==> src/design/ookrct_pkg.sv <==
`default_nettype none
// ----------------------------------------------------------------------------
// ookrct_pkg
// Shared types, constants and the code ROM of the OOK remote code transmitter.
// ----------------------------------------------------------------------------
package ookrct_pkg;

   // Field and register widths
   localparam int SLOT_W    = 16;
   localparam int GAP_W     = 20;
   localparam int REP_W     = 4;
   localparam int TICK_W    = 20;
   localparam int DIR_W     = 2;
   localparam int TGT_W     = 2;
   localparam int CSEL_W    = 2;
   localparam int CSR_IDX_W = 2;
   localparam int CSR_DAT_W = 20;
   localparam int ROM_W     = 128;
   localparam int ROM_POS_W = 7;

   localparam int CODE_BITS_DEF = 76;

   // Register reset values
   localparam logic [SLOT_W-1:0] SLOT_TICKS_RST   = 16'd330;
   localparam logic [GAP_W-1:0]  GAP_TICKS_RST    = 20'd10000;
   localparam logic [REP_W-1:0]  REPEAT_COUNT_RST = 4'd3;

   // Register indexes
   localparam logic [CSR_IDX_W-1:0] CSR_SLOT_TICKS   = 2'd0;
   localparam logic [CSR_IDX_W-1:0] CSR_GAP_TICKS    = 2'd1;
   localparam logic [CSR_IDX_W-1:0] CSR_REPEAT_COUNT = 2'd2;

   // Command, direction and target codes
   localparam logic              CMD_START  = 1'b1;
   localparam logic [DIR_W-1:0]  DIR_UP     = 2'd0;
   localparam logic [DIR_W-1:0]  DIR_DOWN   = 2'd1;
   localparam logic [DIR_W-1:0]  DIR_STOP   = 2'd2;
   localparam logic [TGT_W-1:0]  TGT_RIGHT  = 2'd2;
   localparam logic [TGT_W-1:0]  TGT_ALL    = 2'd3;
   localparam logic [CSEL_W-1:0] SLOT_FIRST = 2'd0;
   localparam logic [CSEL_W-1:0] SLOT_LAST  = 2'd2;

   typedef struct packed {
      logic [SLOT_W-1:0] slot_ticks;
      logic [GAP_W-1:0]  gap_ticks;
      logic [REP_W-1:0]  repeat_count;
   } cfg_type;

   // Sequencer state without the bit position (its width follows CODE_BITS)
   typedef struct packed {
      logic              active;
      logic [DIR_W-1:0]  latched_direction;
      logic [TGT_W-1:0]  latched_target;
      logic [CSEL_W-1:0] code_slot;
      logic [REP_W-1:0]  repeat_index;
      logic              in_gap;
      logic [TICK_W-1:0] tick_count;
   } state_type;

   typedef struct packed {
      logic pin_level;
      logic busy_res;
      logic done_res;
      logic start_ignored;
   } result_type;

   // Code ROM: rows by direction, columns by target slot; 76-bit codes
   function automatic logic [ROM_W-1:0] rom_word(input logic [DIR_W-1:0]  dir,
                                                 input logic [CSEL_W-1:0] slot);
      logic [75:0] w;
      w = 76'h0;
      case ({dir, slot})
         {DIR_UP,   2'd0}: w = 76'hb6d92592c92d965b248;
         {DIR_UP,   2'd1}: w = 76'hb6d92492d924965b248;
         {DIR_UP,   2'd2}: w = 76'hb6cb65b6cb25965b248;
         {DIR_DOWN, 2'd0}: w = 76'hb6d92592c92d965b2c8;
         {DIR_DOWN, 2'd1}: w = 76'hb6d92492d924965b2c8;
         {DIR_DOWN, 2'd2}: w = 76'hb6cb65b6cb25965b2c8;
         {DIR_STOP, 2'd0}: w = 76'hb6d92592c92d965b258;
         {DIR_STOP, 2'd1}: w = 76'hb6d92492d924965b258;
         {DIR_STOP, 2'd2}: w = 76'hb6cb65b6cb25965b258;
         default:          w = 76'h0;
      endcase
      return {{(ROM_W-76){1'b0}}, w};
   endfunction

endpackage
`default_nettype wire

==> src/design/ookrct_step.sv <==
`default_nettype none
// ----------------------------------------------------------------------------
// ookrct_step
// One tick of the transmit sequencer: start handling, slot and gap counting,
// code and repeat advance, and the pin level from the code ROM.
// ----------------------------------------------------------------------------
module ookrct_step #(
   parameter int CODE_BITS = ookrct_pkg::CODE_BITS_DEF,
   localparam int BIT_W    = $clog2(CODE_BITS)
) (
   input  ookrct_pkg::cfg_type               cfg,
   input  ookrct_pkg::state_type             cur_state,
   input  logic [BIT_W-1:0]                  cur_bit,
   input  logic                              command,
   input  logic [ookrct_pkg::DIR_W-1:0]      direction,
   input  logic [ookrct_pkg::TGT_W-1:0]      target,
   output ookrct_pkg::state_type             nxt_state,
   output logic [BIT_W-1:0]                  nxt_bit,
   output ookrct_pkg::result_type            result
);
   import ookrct_pkg::*;

   localparam logic [BIT_W-1:0]     BIT_LAST = BIT_W'(CODE_BITS - 1);
   localparam logic [ROM_POS_W-1:0] POS_TOP  = ROM_POS_W'(CODE_BITS - 1);

   logic [SLOT_W-1:0]    slot_eff;
   logic [REP_W-1:0]     reps_eff;
   logic [ROM_W-1:0]     word;
   logic [ROM_POS_W-1:0] pos;

   assign slot_eff = (cfg.slot_ticks == '0) ? SLOT_W'(1) : cfg.slot_ticks;
   assign reps_eff = (cfg.repeat_count == '0) ? REP_W'(1) : cfg.repeat_count;

   always_comb begin
      state_type         s;
      logic [BIT_W-1:0]  b;
      logic [TICK_W-1:0] tick_next;
      logic [REP_W-1:0]  rep_next;
      logic              finish;
      logic              pin;
      logic              done;
      logic              ignored;

      s       = cur_state;
      b       = cur_bit;
      finish  = 1'b0;
      pin     = 1'b0;
      done    = 1'b0;
      ignored = 1'b0;
      word    = '0;
      pos     = '0;

      if (command == CMD_START) begin
         if (s.active) begin
            ignored = 1'b1;
         end else begin
            s.active            = 1'b1;
            s.latched_direction = (direction > DIR_STOP) ? DIR_STOP : direction;
            s.latched_target    = target;
            s.code_slot         = (target == TGT_ALL) ? SLOT_FIRST : target;
            s.repeat_index      = '0;
            b                   = '0;
            s.in_gap            = 1'b0;
            s.tick_count        = '0;
         end
      end

      tick_next = s.tick_count + 1'b1;

      if (s.active) begin
         if (!s.in_gap) begin
            word = rom_word(s.latched_direction, s.code_slot);
            pos  = POS_TOP - ROM_POS_W'(b);
            pin  = word[pos];
            if (tick_next >= TICK_W'(slot_eff)) begin
               s.tick_count = '0;
               if (b == BIT_LAST) begin
                  b = '0;
                  if (cfg.gap_ticks == '0) begin
                     finish = 1'b1;
                  end else begin
                     s.in_gap = 1'b1;
                  end
               end else begin
                  b = b + 1'b1;
               end
            end else begin
               s.tick_count = tick_next;
            end
         end else begin
            if (tick_next >= cfg.gap_ticks) begin
               finish = 1'b1;
            end else begin
               s.tick_count = tick_next;
            end
         end
      end

      // End of one code and its gap: next target slot, next pass, or idle
      rep_next = s.repeat_index + 1'b1;
      if (finish) begin
         s.in_gap     = 1'b0;
         s.tick_count = '0;
         b            = '0;
         if (s.latched_target == TGT_ALL && s.code_slot < SLOT_LAST) begin
            s.code_slot = s.code_slot + 1'b1;
         end else begin
            s.code_slot = (s.latched_target == TGT_ALL) ? SLOT_FIRST : s.latched_target;
            if (rep_next >= reps_eff || rep_next == '0) begin
               s.active       = 1'b0;
               s.repeat_index = '0;
               s.code_slot    = SLOT_FIRST;
               done           = 1'b1;
            end else begin
               s.repeat_index = rep_next;
            end
         end
      end

      nxt_state            = s;
      nxt_bit              = b;
      result.pin_level     = pin;
      result.busy_res      = s.active;
      result.done_res      = done;
      result.start_ignored = ignored;
   end

endmodule
`default_nettype wire

==> src/design/ook_remote_code_transmitter_core.sv <==
// A word accepted on req_ is held in the input register, then in the result register, before it shows on rsp_.
// Throughput: one word per cycle; the input register refills in the cycle it drains.
// The pace is set by the result register; rsp_ready low holds both registers.
// Reset (synchronous, active high) idles the sequencer, empties both registers and
// loads slot_ticks 330, gap_ticks 10000 and repeat_count 3.
`default_nettype none
// ----------------------------------------------------------------------------
// ook_remote_code_transmitter_core
// OOK radio code transmitter: every word is one tick; a start word latches a
// direction and target and plays the selected codes from ROM, bit by bit,
// each followed by a low gap (none when gap_ticks is zero), for repeat_count passes.
// ----------------------------------------------------------------------------
module ook_remote_code_transmitter_core #(
   parameter int CODE_BITS = ookrct_pkg::CODE_BITS_DEF
) (
   input  logic                              clock,
   input  logic                              reset,
   // configuration writes
   input  logic                              csr_wr_en,
   input  logic [ookrct_pkg::CSR_IDX_W-1:0]  csr_index,
   input  logic [ookrct_pkg::CSR_DAT_W-1:0]  csr_wdata,
   // request channel
   input  logic                              req_valid,
   output logic                              req_ready,
   input  logic                              req_command,
   input  logic [ookrct_pkg::DIR_W-1:0]      req_direction,
   input  logic [ookrct_pkg::TGT_W-1:0]      req_target,
   // response channel
   output logic                              rsp_valid,
   input  logic                              rsp_ready,
   output logic                              rsp_pin_level,
   output logic                              rsp_busy_res,
   output logic                              rsp_done_res,
   output logic                              rsp_start_ignored
);
   import ookrct_pkg::*;

   localparam int BIT_W = $clog2(CODE_BITS);

   // Configuration registers
   cfg_type cfg_ff, cfg_in;

   // Input register
   logic             in_valid_ff, in_valid_in;
   logic             cmd_ff;
   logic [DIR_W-1:0] dir_ff;
   logic [TGT_W-1:0] tgt_ff;

   // Sequencer state
   state_type        st_ff, st_in;
   logic [BIT_W-1:0] bit_ff, bit_in;

   // Result register
   logic       rsp_valid_ff, rsp_valid_in;
   result_type res_ff, res_in;

   logic req_fire;
   logic out_free;
   logic advance;

   // Handshake: the input register drains whenever the result register is free
   assign out_free  = !rsp_valid_ff || rsp_ready;
   assign advance   = in_valid_ff && out_free;
   assign req_ready = !in_valid_ff || out_free;
   assign req_fire  = req_valid && req_ready;

   assign in_valid_in  = req_fire ? 1'b1 : (advance ? 1'b0 : in_valid_ff);
   assign rsp_valid_in = advance ? 1'b1 : (rsp_ready ? 1'b0 : rsp_valid_ff);

   // Register writes; an index past the list is dropped
   always_comb begin
      cfg_in = cfg_ff;
      if (csr_wr_en) begin
         case (csr_index)
            CSR_SLOT_TICKS:   cfg_in.slot_ticks   = csr_wdata[SLOT_W-1:0];
            CSR_GAP_TICKS:    cfg_in.gap_ticks    = csr_wdata[GAP_W-1:0];
            CSR_REPEAT_COUNT: cfg_in.repeat_count = csr_wdata[REP_W-1:0];
            default:          cfg_in = cfg_ff;
         endcase
      end
   end

   ookrct_step #(
      .CODE_BITS (CODE_BITS)
   ) u_step (
      .cfg       (cfg_ff),
      .cur_state (st_ff),
      .cur_bit   (bit_ff),
      .command   (cmd_ff),
      .direction (dir_ff),
      .target    (tgt_ff),
      .nxt_state (st_in),
      .nxt_bit   (bit_in),
      .result    (res_in)
   );

   // Control registers
   always_ff @(posedge clock) begin
      if (reset) begin
         cfg_ff.slot_ticks   <= SLOT_TICKS_RST;
         cfg_ff.gap_ticks    <= GAP_TICKS_RST;
         cfg_ff.repeat_count <= REPEAT_COUNT_RST;
         in_valid_ff         <= 1'b0;
         rsp_valid_ff        <= 1'b0;
         st_ff               <= '0;
         bit_ff              <= '0;
      end else begin
         cfg_ff       <= cfg_in;
         in_valid_ff  <= in_valid_in;
         rsp_valid_ff <= rsp_valid_in;
         // advance the sequencer once per processed word
         if (advance) begin
            st_ff  <= st_in;
            bit_ff <= bit_in;
         end
      end
   end

   // Payload registers: capture on accept, hold while stalled
   always_ff @(posedge clock) begin
      if (req_fire) begin
         cmd_ff <= req_command;
         dir_ff <= req_direction;
         tgt_ff <= req_target;
      end
      if (advance) begin
         res_ff <= res_in;
      end
   end

   assign rsp_valid         = rsp_valid_ff;
   assign rsp_pin_level     = res_ff.pin_level;
   assign rsp_busy_res      = res_ff.busy_res;
   assign rsp_done_res      = res_ff.done_res;
   assign rsp_start_ignored = res_ff.start_ignored;

   // The last tick of a job leaves the block idle
   a_done_idle: assert property (@(posedge clock) disable iff (reset)
      rsp_valid_ff && res_ff.done_res |-> !res_ff.busy_res)
      else $error("done reported while still busy");

   // A start is only refused by a running job (which may end on that same tick)
   a_ignored_busy: assert property (@(posedge clock) disable iff (reset)
      rsp_valid_ff && res_ff.start_ignored |-> (res_ff.busy_res || res_ff.done_res))
      else $error("start refused while idle");

   // Gap phase exists only inside a job
   a_gap_active: assert property (@(posedge clock) disable iff (reset)
      st_ff.in_gap |-> st_ff.active)
      else $error("gap phase while idle");

   // Target slot never passes the right-hand code
   a_slot_range: assert property (@(posedge clock) disable iff (reset)
      st_ff.code_slot != TGT_ALL)
      else $error("code slot out of range");

   // Idle sequencer keeps its counters cleared
   a_idle_clear: assert property (@(posedge clock) disable iff (reset)
      !st_ff.active |-> (bit_ff == '0 && st_ff.tick_count == '0))
      else $error("counters not cleared while idle");

endmodule
`default_nettype wire

==> config.mk <==
export PLATFORM = sky130hd
export DESIGN_NAME = ook_remote_code_transmitter_core
export DESIGN_NICKNAME = d
export VERILOG_FILES = /design/src/design/ookrct_pkg.sv /design/src/design/ookrct_step.sv /design/src/design/ook_remote_code_transmitter_core.sv
export SDC_FILE = /design/constraint.sdc
export NUM_CORES = 1
export LEC_CHECK = 0
export ABC_AREA = 1
export ABC_CLOCK_PERIOD_IN_PS = 3400
export BUFFER_PORTS_ARGS = -buffer_cell sky130_fd_sc_hd__buf_4
export CAP_MARGIN = 20
export CORE_ASPECT_RATIO = 1.5
export CORE_MARGIN = 2
export CORE_UTILIZATION = 57
export DETAILED_ROUTE_END_ITERATION = 8
export PLACE_DENSITY = 0.76
export SLEW_MARGIN = 10
export SYNTH_ARGS = -nofsm -noshare
export SYNTH_HDL_FRONTEND = slang
export SYNTH_HIERARCHICAL = 1
export SYNTH_SLANG_ARGS = --single-unit
==> constraint.sdc <==
create_clock -name clock -period 3.4 [get_ports clock]
set_input_delay 1.02 -clock clock [delete_from_list [all_inputs] [get_ports clock]]
set_output_delay 1.02 -clock clock [all_outputs]
set_load 0.01 [all_outputs]
==> results.json <==
{
  "grt_antenna_before_repair": 0,
  "cts_made_buffers": 9,
  "switching_power_mw": 1.16,
  "worst-setup-path-type": "reg2reg",
  "worstSkewPairLatency_ns": 0.36,
  "area_growth_pct": 27.6,
  "synth_flop_cell": "dfxtp_1",
  "synth_simple_gate_area_frac": 0.368,
  "vias_per_cell": 5.59,
  "dieArea_sq_um": 14000,
  "postLayoutCellArea_sq_um": 9520,
  "dieHeight_microns": 144,
  "hold_class": "reg2reg",
  "synth_fa_ha_area_frac": 0.0805,
  "drive_above_1_share": 0.217,
  "cp.required_ns": 3.69,
  "r2r_cells": 27,
  "p_comb_frac": 0.323,
  "grt_pass1_vias": 7589,
  "max_clock_freq_mhz": 263,
  "wl_per_cell_microns": 15.6,
  "yosysSeqAreaShare": 0.254,
  "placed_cells": 1472,
  "irDropWorstVdd_mv": 0.284,
  "final_util": 0.738,
  "wirelength_mm": 23.6,
  "yosys_warnings": 6,
  "detail_route.first_pass.iterations": 6,
  "synth_compound_area_frac": 0.127,
  "p_int_mw": 2.22,
  "path_clk_slew_ns": 0.07,
  "status": "finished with violations",
  "synth-edff-count": 9,
  "switching_share": 0.343,
  "max-clock-path-buffers": 2,
  "grtUsageTotal": 0.310,
  "ys_ff_latch": 90,
  "slew_headroom": 0.300,
  "tightest_slew_ns": 1.05,
  "antenna_cells": 0,
  "drt-initial-drc-count": 631,
  "grt_pass1_wl_mm": 35.5,
  "rsz0062_at_grt": "true",
  "grt_max_degree": 80,
  "place.gp.congestion": 0.932,
  "row_count": 51,
  "fin_worst_skew_ns": 0.0111,
  "cp-start-kind": "register",
  "drv_slew": 0,
  "synth_mux_area_frac": 0,
  "fin_cells": 1511,
  "hp-start": "cfg_ff[1]$_SDFFE_PP1P_",
  "fp.dieW_microns": 97.4,
  "maxCapViolCount": 0,
  "vias": 8440,
  "cts_sinks": 90,
  "boundaryPins": 38,
  "setup_tns_ns": -11.98,
  "dpl_cell_area_sq_um": 8370,
  "grt_overflow_total": 0,
  "io_buffers": 37,
  "layout_common_cells": "nand2_1 (272), inv_1 (199), nor2_1 (146)",
  "synth_top_area_share": 0.217,
  "htree_num_levels": 3,
  "clockPowerShare": 0.323,
  "crit_arrival_ns": 4.09,
  "end_kind": "register",
  "layout.cells.most_common": "nand2_1",
  "netlist_instances": 1236,
  "ant_nets": 0,
  "synth_cell_types": 50,
  "nFillCells": 1021,
  "power.leakage_nw": 4.73,
  "synth_top_cell_by_area": "dfxtp_1",
  "rr_endpoint": "st_ff[8]$_SDFFE_PP0P_",
  "post-route-drc-count": 0,
  "seqPwrFrac": 0.353,
  "syn_area_sq_um": 7460,
  "synthArstFlopShare": 0,
  "period_minus_slack_ns": 3.80,
  "reg2reg_slack_ns": -0.40,
  "cts-root-buf": "clkbuf_16",
  "core_area_sq_um": 12900,
  "start_util": 0.579,
  "synth_xor_xnor_area_share": 0.0176,
  "cp_max_fo": 5,
  "violations": "negative setup slack",
  "nets": 1427,
  "worst_slack_ns": -0.399,
  "min_path_cells": 2,
  "finalHoldViolCount": 0,
  "min_period_over_period": 1.12,
  "p_per_area_nw_per_um2": 355,
  "synth_top_family_by_area": "simple AND/OR/NAND/NOR gates",
  "holdPathEnd": "cfg_ff[1]$_SDFFE_PP1P_",
  "synthTopCellsByArea": "dfxtp_1 (22%), nand2_1 (15%), inv_1 (10%), nand3_1 (8.5%), nor2_1 (8.4%)",
  "syn_avg_cell_area_sq_um": 6.03,
  "worstReg2RegStart": "cmd_ff$_DFFE_PP_",
  "setup_viol": 37,
  "synth_fp_nets": 1316,
  "cts_tree": "built",
  "dp_hpwl_mm": 15.3
}
==> stage by stage <==
| stage | power, mW | worst slack, ns | hold slack, ns |
|---|---|---|---|
| finish | 3.38 | -0.399 | 0.460 |
| floorplan | 1.83 | 0.00567 | 0.429 |
| global route | 3.54 | -0.555 | 0.498 |
| CTS | 3.29 | -0.117 | 0.465 |
| global placement | 2.11 | -0.302 | 0.441 |
| detailed placement | 2.12 | -0.416 | 0.446 |
==> registers in the layout (all words and copies together) (netlist names) <==
signal,cells
cfg_ff,40
st_ff,32
bit_ff,7
dir_ff,2
tgt_ff,2
cmd_ff,1
in_valid_ff,1
rsp_busy_res,1
rsp_done_res,1
rsp_pin_level,1
rsp_start_ignored,1
rsp_valid,1
==> cell type report <==
type	count	area [sq um]	share of cell area
Sequential cell	90	1890	0.199
Timing Repair Buffer	153	1250	0.131
Clock buffer	10	229	0.0241
Multi-Input combinational cell	873	5020	0.528
Inverter	220	836	0.0878
Clock inverter	6	88.8	0.00933
Tap cell	159	199	0.0209
==> power groups by stage <==
stage / Sequential [mW] / Clock (mW) / Combinational (mW)
final: 1.19 / 1.09 / 1.09
after global routing: 1.20 / 1.14 / 1.20
after CTS: 1.19 / 1.11 / 0.985
after detailed placement: 1.21 / 0 / 0.910
after global placement: 1.21 / 0 / 0.900
after floorplan: 1.20 / 0 / 0.630
==> cell families after synthesis <==
group                      after synthesis
adders and majority gates               48
and+or+nand+nor                        639
AOI/OAI and AO/OA                      171
DFF                                     90
xor gates and xnor gates                15
buffers and inverters                  273
==> critical path: stages (launching register included) <==
cell and delay (ns):
edfxtp_1 0.42, nand2_2 0.17, buf_6 0.16, nand3_2 0.16, nor2_2 0.22, nand3_4 0.14, nor2_4 0.17, nand3_4 0.11
xor2_4 0.20, ha_4 0.32, inv_4 0.04, buf_6 0.11, nor3_4 0.16, nand2_1 0.07, nand2_1 0.07, nand2_1 0.06
nand2_2 0.08, nand2_4 0.07, nand2_8 0.10, inv_4 0.05, buf_4 0.14, o21ai_0 0.22, nor2_1 0.08, nor2_1 0.13
inv_1 0.05, nand3_1 0.07, nand2_1 0.06, nor2_1 0.10
==> what timing repair did <==
item | in CTS | in global routing
pin swaps | 39 | 48
cloned | 2 | 0
setup buffers | 10 | 12
endpoints found under the setup margin | 37 | 37
hold buffers | 0 | 0
gates resized for setup | 87 | 53
==> worst max path at each step <==
stage / start / to / slack (ns) / cells after the start
3_5_place_dp: cmd_ff$_DFFE_PP_ / st_ff[4]$_SDFFE_PP0P_ / -0.42 / 28
3_3_place_gp: cmd_ff$_DFFE_PP_ / st_ff[4]$_SDFFE_PP0P_ / -0.30 / 28
6_report: cmd_ff$_DFFE_PP_ / st_ff[8]$_SDFFE_PP0P_ / -0.40 / 27
4_1_cts: cmd_ff$_DFFE_PP_ / st_ff[25]$_SDFFE_PP0P_ / -0.12 / 30
5_1_grt: cmd_ff$_DFFE_PP_ / st_ff[25]$_SDFFE_PP0P_ / -0.55 / 29
2_1_floorplan: cmd_ff$_DFFE_PP_ / st_ff[15]$_SDFFE_PP0P_ / 0.006 / 30
==> metal layers <==
metal | GRT usage | wire length, microns | part of all wire | vias up
met2 | 0.586 | 12100 | 0.51 | 379
met3 | 0.0420 | 1190 | 0.051 | 150
met1 | 0.333 | 8730 | 0.37 | 3784
li1 | - | - | - | 4127
met4 | 0.161 | 1580 | 0.067 | 0
met5 | 0 | 0 | 0 | -
==> Yosys cell counts, drive strengths merged, types with 4 or more instances <==
| master | instances |
|---|---|
| o21ai | 41 |
| nor2 | 172 |
| xor2 | 11 |
| buf | 41 |
| edfxtp | 9 |
| a21oi | 103 |
| xnor2 | 4 |
| nand3 | 129 |
| inv | 216 |
| clkinv | 4 |
| nor3 | 9 |
| nor4 | 7 |
| clkbuf | 12 |
| nand4 | 18 |
| ha | 48 |
| nand2 | 299 |
| o21a | 5 |
| a31oi | 4 |
| a22oi | 5 |
| dfxtp | 81 |
Power figures use the tool's default switching activity.
